File: config.mk
export PLATFORM = sky130hd
export DESIGN_NAME = failed_login_ban_table
export DESIGN_NICKNAME = d
export VERILOG_FILES = /design/src/rtl/fbt_pkg.sv /design/src/rtl/fbt_cell.sv /design/src/rtl/failed_login_ban_table.sv
export SDC_FILE = /design/constraint.sdc
export NUM_CORES = 2
export LEC_CHECK = 0
export ABC_AREA = 1
export BUFFER_PORTS_ARGS = -buffer_cell sky130_fd_sc_hd__buf_2
export CAP_MARGIN = 15
export CORE_ASPECT_RATIO = 0.7
export CORE_MARGIN = 4
export CORE_UTILIZATION = 35
export CTS_CLUSTER_DIAMETER = 200
export DETAILED_ROUTE_END_ITERATION = 10
export HOLD_SLACK_MARGIN = 0.03
export MAX_ROUTING_LAYER = met4
export PLACE_DENSITY_LB_ADDON = 0.08
export SLEW_MARGIN = 20
export SYNTH_ARGS = -nofsm -noshare
export SYNTH_HDL_FRONTEND = slang
export SYNTH_SLANG_ARGS = --single-unit
File: constraint.sdc
create_clock -name clk -period 7.14 [get_ports clk]
set_clock_uncertainty 0.1 [all_clocks]
set_input_delay 0.714 -clock clk [delete_from_list [all_inputs] [get_ports clk]]
set_output_delay 0.714 -clock clk [all_outputs]
set_load 0.02 [all_outputs]
File: src/rtl/fbt_pkg.sv
// Shared types and constants for the failed-login ban table.
`default_nettype none

package fbt_pkg;

    // Table depth default
    localparam int FBT_ENTRIES = 16;

    // Field widths
    localparam int ADDR_W = 32;
    localparam int TIME_W = 32;
    localparam int CNT_W  = 8;
    localparam int END_W  = TIME_W + 1;
    localparam int CFG_IDX_W = 8;

    // Request codes
    localparam logic [1:0] REQ_CHECK   = 2'd0;
    localparam logic [1:0] REQ_FAIL    = 2'd1;
    localparam logic [1:0] REQ_SUCCESS = 2'd2;

    // Register indexes
    localparam logic [CFG_IDX_W-1:0] CFG_BAN_LENGTH     = 8'd0;
    localparam logic [CFG_IDX_W-1:0] CFG_FAIL_THRESHOLD = 8'd1;

    // Register reset values
    localparam logic [TIME_W-1:0] BAN_LENGTH_RST     = 32'd300;
    localparam logic [CNT_W-1:0]  FAIL_THRESHOLD_RST = 8'd5;

    // Scan token passed from cell to cell
    typedef struct packed {
        logic live;
        logic found;
        logic free_seen;
        logic banned;
        logic started;
    } tok_t;

    // Commit command broadcast to all cells
    typedef struct packed {
        logic fail_go;
        logic clear_go;
        logic use_match;
    } cmd_t;

    typedef enum logic [1:0] {
        ST_IDLE,
        ST_SCAN,
        ST_COMMIT
    } state_t;

endpackage

`default_nettype wire

File: src/rtl/fbt_cell.sv
// One table entry: key, failure count and ban end, with scan and commit logic.
`default_nettype none

module fbt_cell (
    input  wire logic                        clk,
    input  wire logic                        rst_n,
    input  wire fbt_pkg::tok_t               prev_tok,
    output fbt_pkg::tok_t                    next_tok,
    input  wire fbt_pkg::cmd_t               cmd,
    input  wire logic [fbt_pkg::ADDR_W-1:0]  req_addr,
    input  wire logic [fbt_pkg::TIME_W-1:0]  req_now,
    input  wire logic [fbt_pkg::TIME_W-1:0]  ban_length,
    input  wire logic [fbt_pkg::CNT_W-1:0]   fail_threshold
);
    import fbt_pkg::*;

    logic              valid_reg, valid_next;
    logic [ADDR_W-1:0] key_reg, key_next;
    logic [CNT_W-1:0]  cnt_reg, cnt_next;
    logic [END_W-1:0]  end_reg, end_next;
    logic              is_match_reg, is_match_next;
    logic              is_free_reg, is_free_next;
    tok_t              tok_reg, tok_next;

    logic              match;
    logic              free_cand;
    logic [CNT_W-1:0]  inc;
    logic [END_W-1:0]  now_ext;
    logic              sel;
    logic [CNT_W-1:0]  base;
    logic [CNT_W-1:0]  new_cnt;

    assign now_ext = {1'b0, req_now};

    // scan side
    always_comb
    begin
        match     = valid_reg && (key_reg == req_addr);
        free_cand = !valid_reg || ((cnt_reg == '0) && (end_reg <= now_ext));
        inc       = cnt_reg + CNT_W'(1);

        tok_next.live      = prev_tok.live;
        tok_next.found     = prev_tok.found | match;
        tok_next.free_seen = prev_tok.free_seen | free_cand;
        tok_next.banned    = prev_tok.banned | (match && (now_ext < end_reg));
        tok_next.started   = prev_tok.started | (match && (inc >= fail_threshold));

        is_match_next = is_match_reg;
        is_free_next  = is_free_reg;
        if (prev_tok.live)
        begin
            is_match_next = match;
            is_free_next  = free_cand && !prev_tok.free_seen;
        end
    end

    // commit side
    always_comb
    begin
        sel     = cmd.use_match ? is_match_reg : is_free_reg;
        base    = cmd.use_match ? cnt_reg : '0;
        new_cnt = base + CNT_W'(1);

        valid_next = valid_reg;
        key_next   = key_reg;
        cnt_next   = cnt_reg;
        end_next   = end_reg;

        if (cmd.clear_go && is_match_reg)
        begin
            valid_next = 1'b0;
        end
        else if (cmd.fail_go && sel)
        begin
            valid_next = 1'b1;
            key_next   = req_addr;
            if (!cmd.use_match)
            begin
                end_next = '0;
            end
            if (new_cnt >= fail_threshold)
            begin
                cnt_next = '0;
                end_next = now_ext + {1'b0, ban_length};
            end
            else
            begin
                cnt_next = new_cnt;
            end
        end
    end

    always_ff @(posedge clk or negedge rst_n)
    begin
        if (!rst_n)
        begin
            valid_reg    <= 1'b0;
            is_match_reg <= 1'b0;
            is_free_reg  <= 1'b0;
            tok_reg      <= '0;
        end
        else
        begin
            valid_reg    <= valid_next;
            is_match_reg <= is_match_next;
            is_free_reg  <= is_free_next;
            tok_reg      <= tok_next;
        end
    end

    always_ff @(posedge clk)
    begin
        key_reg <= key_next;
        cnt_reg <= cnt_next;
        end_reg <= end_next;
    end

    assign next_tok = tok_reg;

endmodule

`default_nettype wire

File: src/rtl/failed_login_ban_table.sv
// Failed-login ban table: a row of entry cells scanned by a token, then one commit.
// Requests are taken one at a time: a new one is accepted only in the idle state,
// after the token has rippled through the row and the last one has committed.
// Result waits in an output register; a stalled output holds only the commit step.
// Reset clears all entry valid bits, the controller and loads ban_length 300, threshold 5.
`default_nettype none

module failed_login_ban_table #(
    parameter int TABLE_ENTRIES = fbt_pkg::FBT_ENTRIES
) (
    input  wire logic                           clk,
    input  wire logic                           rst_n,
    // config write channel
    input  wire logic                           cfg_valid,
    output logic                                cfg_ready,
    input  wire logic [fbt_pkg::CFG_IDX_W-1:0]  cfg_index,
    input  wire logic [fbt_pkg::TIME_W-1:0]     cfg_data,
    // request channel
    input  wire logic                           in_valid,
    output logic                                in_ready,
    input  wire logic [1:0]                     req_type,
    input  wire logic [fbt_pkg::ADDR_W-1:0]     source_addr,
    input  wire logic [fbt_pkg::TIME_W-1:0]     now_seconds,
    // result channel
    output logic                                out_valid,
    input  wire logic                           out_ready,
    output logic                                is_banned,
    output logic                                ban_started,
    output logic                                table_full
);
    import fbt_pkg::*;

    // config registers
    logic [TIME_W-1:0] ban_length_reg, ban_length_next;
    logic [CNT_W-1:0]  fail_thr_reg, fail_thr_next;

    // captured request word
    logic [1:0]        req_reg;
    logic [ADDR_W-1:0] addr_reg;
    logic [TIME_W-1:0] now_reg;

    state_t state_reg, state_next;
    tok_t   launch_reg, launch_next;
    tok_t   res_reg, res_next;
    tok_t   chain [TABLE_ENTRIES+1];
    cmd_t   cmd;

    logic   in_fire;
    logic   can_out;
    logic   commit_go;

    logic   out_valid_reg, out_valid_next;
    logic   banned_reg, banned_next;
    logic   started_reg, started_next;
    logic   full_reg, full_next;

    assign cfg_ready = 1'b1;
    assign in_fire   = in_valid && in_ready;
    assign can_out   = !out_valid_reg || out_ready;

    // config writes; the host must write only while no word is in flight (not enforced here)
    always_comb
    begin
        ban_length_next = ban_length_reg;
        fail_thr_next   = fail_thr_reg;
        if (cfg_valid)
        begin
            unique case (cfg_index)
                CFG_BAN_LENGTH:     ban_length_next = cfg_data;
                CFG_FAIL_THRESHOLD: fail_thr_next   = cfg_data[CNT_W-1:0];
                default:            ;
            endcase
        end
    end

    // next state
    always_comb
    begin
        state_next = state_reg;
        unique case (state_reg)
            ST_IDLE:
            begin
                if (in_valid)
                begin
                    state_next = ST_SCAN;
                end
            end
            ST_SCAN:
            begin
                if (chain[TABLE_ENTRIES].live)
                begin
                    state_next = ST_COMMIT;
                end
            end
            ST_COMMIT:
            begin
                if (can_out)
                begin
                    state_next = ST_IDLE;
                end
            end
            default: state_next = ST_IDLE;
        endcase
    end

    // state outputs
    always_comb
    begin
        in_ready  = 1'b0;
        commit_go = 1'b0;
        unique case (state_reg)
            ST_IDLE:   in_ready  = 1'b1;
            ST_SCAN:   ;
            ST_COMMIT: commit_go = can_out;
            default:   ;
        endcase
    end

    // token launch and capture at the tail of the row
    always_comb
    begin
        launch_next      = '0;
        launch_next.live = in_fire;
        res_next = res_reg;
        if ((state_reg == ST_SCAN) && chain[TABLE_ENTRIES].live)
        begin
            res_next = chain[TABLE_ENTRIES];
        end
    end

    // commit broadcast: a found entry wins, else the first reusable one
    always_comb
    begin
        cmd.use_match = res_reg.found;
        cmd.fail_go   = commit_go && (req_reg == REQ_FAIL)
                        && (res_reg.found || res_reg.free_seen);
        cmd.clear_go  = commit_go && (req_reg == REQ_SUCCESS) && res_reg.found;
    end

    // result word
    always_comb
    begin
        out_valid_next = out_valid_reg && !out_ready;
        banned_next    = banned_reg;
        started_next   = started_reg;
        full_next      = full_reg;
        if (commit_go)
        begin
            out_valid_next = 1'b1;
            banned_next    = (req_reg == REQ_CHECK) && res_reg.banned;
            // a fresh entry holds count 1, so it starts a ban when threshold <= 1
            started_next   = (req_reg == REQ_FAIL)
                             && (res_reg.found ? res_reg.started
                                 : (res_reg.free_seen && (fail_thr_reg <= CNT_W'(1))));
            full_next      = (req_reg == REQ_FAIL) && !res_reg.found && !res_reg.free_seen;
        end
    end

    always_ff @(posedge clk or negedge rst_n)
    begin
        if (!rst_n)
        begin
            state_reg      <= ST_IDLE;
            ban_length_reg <= BAN_LENGTH_RST;
            fail_thr_reg   <= FAIL_THRESHOLD_RST;
            launch_reg     <= '0;
            res_reg        <= '0;
            out_valid_reg  <= 1'b0;
        end
        else
        begin
            state_reg      <= state_next;
            ban_length_reg <= ban_length_next;
            fail_thr_reg   <= fail_thr_next;
            launch_reg     <= launch_next;
            res_reg        <= res_next;
            out_valid_reg  <= out_valid_next;
        end
    end

    always_ff @(posedge clk)
    begin
        if (in_fire)
        begin
            req_reg  <= req_type;
            addr_reg <= source_addr;
            now_reg  <= now_seconds;
        end
        banned_reg  <= banned_next;
        started_reg <= started_next;
        full_reg    <= full_next;
    end

    // row of entry cells; token moves one cell per cycle
    assign chain[0] = launch_reg;

    for (genvar i = 0; i < TABLE_ENTRIES; i++)
    begin : g_cell
        fbt_cell u_cell (
            .clk            (clk),
            .rst_n          (rst_n),
            .prev_tok       (chain[i]),
            .next_tok       (chain[i+1]),
            .cmd            (cmd),
            .req_addr       (addr_reg),
            .req_now        (now_reg),
            .ban_length     (ban_length_reg),
            .fail_threshold (fail_thr_reg)
        );
    end

    assign out_valid   = out_valid_reg;
    assign is_banned   = banned_reg;
    assign ban_started = started_reg;
    assign table_full  = full_reg;

endmodule

`default_nettype wire

; Word-level counts from Yosys, hierarchy flattened
; Index checks and enable logic that the tools add are counted.
[totals]
register_bits = 1413
latchBits = 0
mem_bits_rw = 0
mem_bits_ro = 0
in_bits = 111
output_inout_bits = 6
word_cells = 740
memories = 0
[classes]
add_sub_neg = 33
mul = 0
div_mod_pow = 0
n_lt_le_gt_ge = 65
eq_ne = 40
shift = 0
muxes = 89
bitwise = 76
reduce_logical = 246
[ops]
columns = operator, n
row1 = $mux 33, 17
row2 = $le 33x32->1, 16
row3 = $lt 32x33->1, 16
row4 = $eq 32x32->1, 16
row5 = $add 8x1->8 const B, 32
row6 = $ge 8x8->1, 32
row7 = $logic_not 8->1, 17
row8 = $mux 8, 16
row9 = $logic_and 1x1->1, 123
row10 = $or 1x1->1, 60
row11 = $mux 1, 52
row12 = $reduce_and 3->1, 17
row13 = $reduce_and 2->1, 18
row14 = $logic_not 1->1, 35
row15 = $ne 2x1->1 const B, 17
row16 = $add 32x32->33, 1
row17 = $reduce_bool 2->1, 16
row18 = $logic_or 1x1->1, 18
row19 = $not 1->1, 16
row20 = $eq 8x1->1 const B, 1
row21 = $le 8x1->1 const B, 1
row22 = $mux 2, 3
row23 = $pmux 2 s3, 1
row24 = $eq 2x1->1 const B, 2
row25 = other kinds (3), 6

; Depth between registers and ports, before layout
[depth]
ltp_word = 8
ltp_mapped = 21
mapped_depth_nobuf = 17

; Modules after synthesis
; From an unflattened synthesis, not the netlist that was laid out.
[unflattened]
hier_cells = 15037
area_unflattened_um2 = 114863.9
[modules_own_cells]
columns = module, n_inst, cells_per_inst, area_each_um2, seq_area_each_um2
row1 = fbt_cell (g_cell[11].u_cell ...), 8, 947, 7033.0, 2392.3
row2 = fbt_cell (g_cell[0].u_cell ...), 3, 878, 6749.0, 2392.3
row3 = fbt_cell (g_cell[7].u_cell ...), 2, 908, 6847.8, 2392.3
row4 = fbt_cell (g_cell[15].u_cell), 1, 917, 6914.1, 2392.3
row5 = fbt_cell (g_cell[9].u_cell), 1, 901, 6842.8, 2392.3
row6 = fbt_cell (g_cell[10].u_cell), 1, 871, 6717.7, 2392.3
row7 = failed_login_ban_table, 1, 322, 4182.8, 3280.6

; Least setup slack after synthesis
; OpenSTA, ideal clock, no wires.
[synth_path]
path_type = reg2reg
start = reg res_reg, in the netlist cmd[0]
end = reg g_cell[6].u_cell.end_reg[0], enable pin
arrival_time_ns = 3.886
t_required_ns = 6.652
path_slack_ns = 2.766
path_stages_with_launch = 22
path_buffers = 4
period_less_slack_ns = 4.374
cell_sequence = dfrtp_1 -> clkbuf_1 -> buf_2 -> buf_2 -> buf_1 -> nand2_1 -> inv_1 -> ha_1 -> nand4_1 -> nor2_1 -> nand2_1 -> xnor2_1 -> inv_1 -> ha_1 -> nand2_1 -> nor2_1 -> nand4_1 -> nand3_1 -> clkinv_1 -> nand2_1 -> nand2_1 -> inv_1
[synth_between]
elab_chain_len = 5
word_cells_on_any_way = 12
classes_between = 1 x add/sub / 1 x order compare / 1 x eq/ne / 2 x mux / 1 x bitwise / 6 x reduce/logical
[synth_lines]
columns = element, line
row1 = "start, declared", failed_login_ban_table.sv:44  ; tok_t res_reg, res_next;
row2 = "start signal, assigned", failed_login_ban_table.sv:176  ; res_reg <= res_next;
row3 = $mux 8, fbt_cell.sv:61  ; base = cmd.use_match ? cnt_reg : '0;
row4 = $add 8x1->8, fbt_cell.sv:62  ; new_cnt = base + CNT_W'(1);
row5 = via g_cell[6].u_cell.new_cnt[6], fbt_cell.sv:31  ; logic [CNT_W-1:0] new_cnt;
row6 = $ge 8x8->1, fbt_cell.sv:81  ; if (new_cnt >= fail_threshold)
row7 = $ne 2x1->1 (no source line), --
row8 = $reduce_and 3->1 (no source line), --
row9 = "end signal, assigned", fbt_cell.sv:115  ; end_reg <= end_next;
row10 = "end, declared", fbt_cell.sv:20  ; logic [END_W-1:0] end_reg, end_next;
; The timed path passes the listed nets, and every way through them passes these cells.
; A chain may end at the register's enable or synchronous reset.

; Worst setup path in the final report
[layout_path]
start = reg res_reg, in the netlist cmd[0]
end = reg g_cell[12].u_cell.end_reg[8], enable pin
[layout_between]
elab_chain_len = 5
word_cells_on_any_way = 12
classes_between = 1 x add/sub / 1 x order compare / 1 x eq/ne / 2 x mux / 1 x bitwise / 6 x reduce/logical
[layout_lines]
columns = element, line
row1 = $mux 8, fbt_cell.sv:61
row2 = $add 8x1->8, fbt_cell.sv:62
row3 = via g_cell[12].u_cell.new_cnt[6], fbt_cell.sv:31
row4 = $ge 8x8->1, fbt_cell.sv:81
row5 = $ne 2x1->1 (no source line), --
row6 = $reduce_and 3->1 (no source line), --
row7 = "end signal, assigned", fbt_cell.sv:115
row8 = "end, declared", fbt_cell.sv:20
; The timed path passes the listed nets, and every way through them passes these cells.

==> flow_summary.ini <==
[placed_design]
numPortBuffers = 115
pre_cts_worst_setup_slack_ns = 1.92
place.detailed.hpwl_microns = 177000
routabilityCongestion = 0.851

[floorplanning]
floorplan.die.width_microns = 578
floorplan.die_area_sq_um = 235000
start_util = 0.352
num_rows = 146
design.portCount = 117
die_h_microns = 407
core_area_sq_um = 226000

[timing]
finalSetupTns_ns = 0
unrepaired_setup_endpoints_after_global_routing = false
timing.final.crit_period_ns = 5.15
max_clock_freq_mhz = 194
maxSlewViolCount = 0
report.final.hold_viol_count = 0
fin_crit_sh = 0.721
final.setup.worst_slack_ns = 1.99
max_slew_margin = 0.236
report.final.setup_viol = 0
max_slew.worst_pin.slew_ns = 1.14

[clock_tree]
clk_latency_ns = 0.83
post-cts-setup-buffers = 0
max-clock-path-buffers = 4
cts_made_buffers = 168
tritoncts = yes
ctsResizeCount = 0
cts.root.buffer_cell = sky130_fd_sc_hd__clkbuf_16
clock_tree.htree_level_count = 4
clock_sink_count = 1413
cts_hold_buffers = 97
clk_transition_reported_paths_ns = 0.06

[routing]
drt_drc_violations_left = 0
vias_per_cell = 5.02
first_pass_iters = 6
postRouteAntennaNets = 0
vias = 58600
detail_route.wl_per_cell_microns = 22.9
drt-initial-drc-count = 6458
detail_route.wirelength_microns = 267000

[finish]
layout.cells.most_common = sky130_fd_sc_hd__nand2_1
syn2layout_area_growth_pct = 13.8
largest_reg_flops = 528
layout.nets = 9477
layout_common_cells = sky130_fd_sc_hd__nand2_1 (1715), sky130_fd_sc_hd__edfxtp_1 (1237), sky130_fd_sc_hd__nor2_1 (1143), sky130_fd_sc_hd__inv_1 (933), sky130_fd_sc_hd__ha_1 (847)
final_layout_size_suffix_gt1_frac = 0.0800

[synthesis]
synthesis.instances = 8170
ys_ff_latch = 1413
synth-main-ff-cell = sky130_fd_sc_hd__edfxtp_1
async_reset_ff_frac = 0.125
yosysWarnings = 0
synth.yosys.seq_area_share = 0.523
synth_area_per_cell_sq_um = 9.73
post_synth_instance_area_sq_um = 79500
yosysUniqueCellTypes = 57
edff_count_synth = 1237
postSynthNetCount = 9130

[grt]
grt_max_degree = 86
wire_length_of_the_first_global_routing_pass_microns = 385000
gr-total-overflow = 0
antenna_found_initial = 36
global_route.usage.total = 0.231
vias_in_the_first_global_route = 55000

[hold_path]
hold_class = input port to flip-flop
min_from = cfg_data[6]

[critical_path]
max_stage_delay_ns = 0.88
critPathTopFamily = simple AND/OR/NAND/NOR gates
timing.critical_path.required_ns = 7.48
timing.setup.critical_path_class = flip-flop to flip-flop
crit_path_max_fanout = 52
regToRegStartpoint = cmd[0]$_DFFE_PN0P_
worstSetupEndpointType = flip-flop
crit_start = cmd[0]$_DFFE_PN0P_
data_arrival_time_of_the_critical_path_ns = 5.49
critical-path-slowest-cell = sky130_fd_sc_hd__dfrtp_4
worst_setup_path_start_kind = flip-flop
path_cells = nand2_1 -> inv_1 -> ha_1 -> nand4_1 -> nor2_1 -> nand2_1 -> xor2_1 -> inv_1 -> ha_1 -> nand2_1 -> nor2_1 -> nand4_1 -> nand3_1 -> clkinv_1 -> nand2_1 -> nand2_1 -> inv_1 -> buf_4
path_common_cell = sky130_fd_sc_hd__nand2_1
critPathBufInv = 5

[power_and_ir_drop]
power.density_cell_area_nw_per_um2 = 289
max-vdd-ir-drop_mv = 0.165
cellLeakagePower_nw = 39.4

[run]
maxCapViolCount = 0

[outcome]
status = finished clean
## synth_stat cells, types with 4 or more instances
master                      instances  area (sq um)
sky130_fd_sc_hd__nand2_2            8          50.1
sky130_fd_sc_hd__a21oi_2            4          35.0
sky130_fd_sc_hd__mux2_2            27           304
sky130_fd_sc_hd__clkinv_1          20          75.1
sky130_fd_sc_hd__dfrtp_1          170          4250
sky130_fd_sc_hd__or2_2             77           482
sky130_fd_sc_hd__nand2_1         1721          6460
sky130_fd_sc_hd__inv_1            980          3680
sky130_fd_sc_hd__o22ai_1           18           113
sky130_fd_sc_hd__nor3b_1           12          90.1
sky130_fd_sc_hd__clkbuf_1          98           368
sky130_fd_sc_hd__a211oi_1           6          45.0
sky130_fd_sc_hd__o21bai_1          31           233
sky130_fd_sc_hd__o2111ai_1         27           236
sky130_fd_sc_hd__and3_1             8          50.1
sky130_fd_sc_hd__a21oi_1          389          1950
sky130_fd_sc_hd__nor2_1          1144          4290
sky130_fd_sc_hd__nand4_1          164          1030
sky130_fd_sc_hd__buf_4             12          90.1
sky130_fd_sc_hd__a31o_2             5          43.8
sky130_fd_sc_hd__a21boi_0           4          30.0
sky130_fd_sc_hd__buf_1              7          26.3
sky130_fd_sc_hd__nand3_1          169           846
sky130_fd_sc_hd__edfxtp_1        1237         37100
sky130_fd_sc_hd__xor2_1           256          2240
sky130_fd_sc_hd__a32oi_1            5          43.8
sky130_fd_sc_hd__xor2_2             4          65.1
sky130_fd_sc_hd__inv_2              4          15.0
sky130_fd_sc_hd__xnor2_1          109           955
sky130_fd_sc_hd__buf_2             72           360
sky130_fd_sc_hd__nor3_1           129           646
sky130_fd_sc_hd__xnor2_2            4          65.1
sky130_fd_sc_hd__o21ai_0          207          1040
sky130_fd_sc_hd__ha_1             848         10600
sky130_fd_sc_hd__o21a_1            30           225
sky130_fd_sc_hd__nand3b_1          28           210
sky130_fd_sc_hd__dfstp_2            6           158
sky130_fd_sc_hd__a21o_1            37           278
sky130_fd_sc_hd__nor4_1            45           282
sky130_fd_sc_hd__o211ai_1          14           105
## cells by family (layout without fill, tap and decap cells)
kind of cell | count (synthesis) | count (layout) | synth area share
flip-flops | 1413 | 1413 | 0.523
AND/OR/NAND/NOR | 3517 | 3517 | 0.183
XOR/XNOR | 373 | 373 | 0.0419
adder cells (fa/ha/maj) | 849 | 849 | 0.134
other | 1 | 6 | 0.0000472
AO/OA/AOI/OAI | 792 | 792 | 0.0564
buffers and inverters | 1198 | 1656 | 0.0586
multiplexers | 27 | 27 | 0.00383
## report_power, final
group	total (W)	leakage (nW)	switching (W)	internal, W
Combinational	0.00776	23.5	0.00562	0.00213
Clock	0.00820	2.45	0.00352	0.00468
Sequential	0.0102	13.5	0.000246	0.00993
## worst reg2reg max path: stages (launching register included)
cell and delay, ns:
sky130_fd_sc_hd__dfrtp_4 0.88, sky130_fd_sc_hd__nand2_1 0.13, sky130_fd_sc_hd__inv_1 0.15, sky130_fd_sc_hd__ha_1 0.20, sky130_fd_sc_hd__nand4_1 0.13, sky130_fd_sc_hd__nor2_1 0.14
sky130_fd_sc_hd__nand2_1 0.07, sky130_fd_sc_hd__xor2_1 0.19, sky130_fd_sc_hd__inv_1 0.08, sky130_fd_sc_hd__ha_1 0.27, sky130_fd_sc_hd__nand2_1 0.07, sky130_fd_sc_hd__nor2_1 0.14
sky130_fd_sc_hd__nand4_1 0.09, sky130_fd_sc_hd__nand3_1 0.41, sky130_fd_sc_hd__clkinv_1 0.83, sky130_fd_sc_hd__nand2_1 0.40, sky130_fd_sc_hd__nand2_1 0.08, sky130_fd_sc_hd__inv_1 0.06
sky130_fd_sc_hd__buf_4 0.38
## stage by stage
step / hold WS, ns / power (W) / cell area (sq um) / cells / util
floorplan: 0.254 / 0.0150 / 79500 / 8170 / -
global placement: 0.265 / 0.0180 / 84500 / 11300 / 0.374
detailed placement: 0.274 / 0.0181 / 84500 / 11300 / 0.374
CTS: 0.0426 / 0.0264 / 90500 / 11700 / 0.400
global route: 0.0848 / 0.0277 / 90500 / 11700 / 0.400
finish: 0.112 / 0.0261 / 90500 / 11700 / 0.400
## area by class of cell
cell class	instances	area [sq um]
Clock buffer	224	4530
Antenna cell	5	12.5
Tap cell	3034	3800
Clock inverter	57	490
Inverter	1004	3770
Multi-Input combinational cell	5559	33600
Sequential cell	1413	41600
Fill cell	22100	135000
Timing Repair Buffer	371	2760
## worst paths after layout
kind,slack [ns],end,cells past startpoint
worst min register to register,0.28,g_cell[6].u_cell.next_tok[4]$_DFF_PN0_,0
worst max-delay path,1.99,g_cell[12].u_cell.end_reg[8]$_SDFFCE_PN0P_,18
worst min-delay path,0.11,fail_thr_reg[6]$_DFFE_PN0P_,3
max in group asynchronous,5.23,cmd[0]$_DFFE_PN0P_,3
min in group asynchronous,0.37,ban_length_reg[0]$_DFFE_PN0P_,2
worst max register to register,1.99,g_cell[12].u_cell.end_reg[8]$_SDFFCE_PN0P_,18
## routing by layer
layer	GRT usage	vias up	part of all wire
met2	0.318	1864	0.40
li1	-	28100	-
met1	0.362	28400	0.51
met5	-	-	0
met3	0.0310	261	0.074
met4	0.0385	0	0.016
Power figures use the tool's default switching activity.
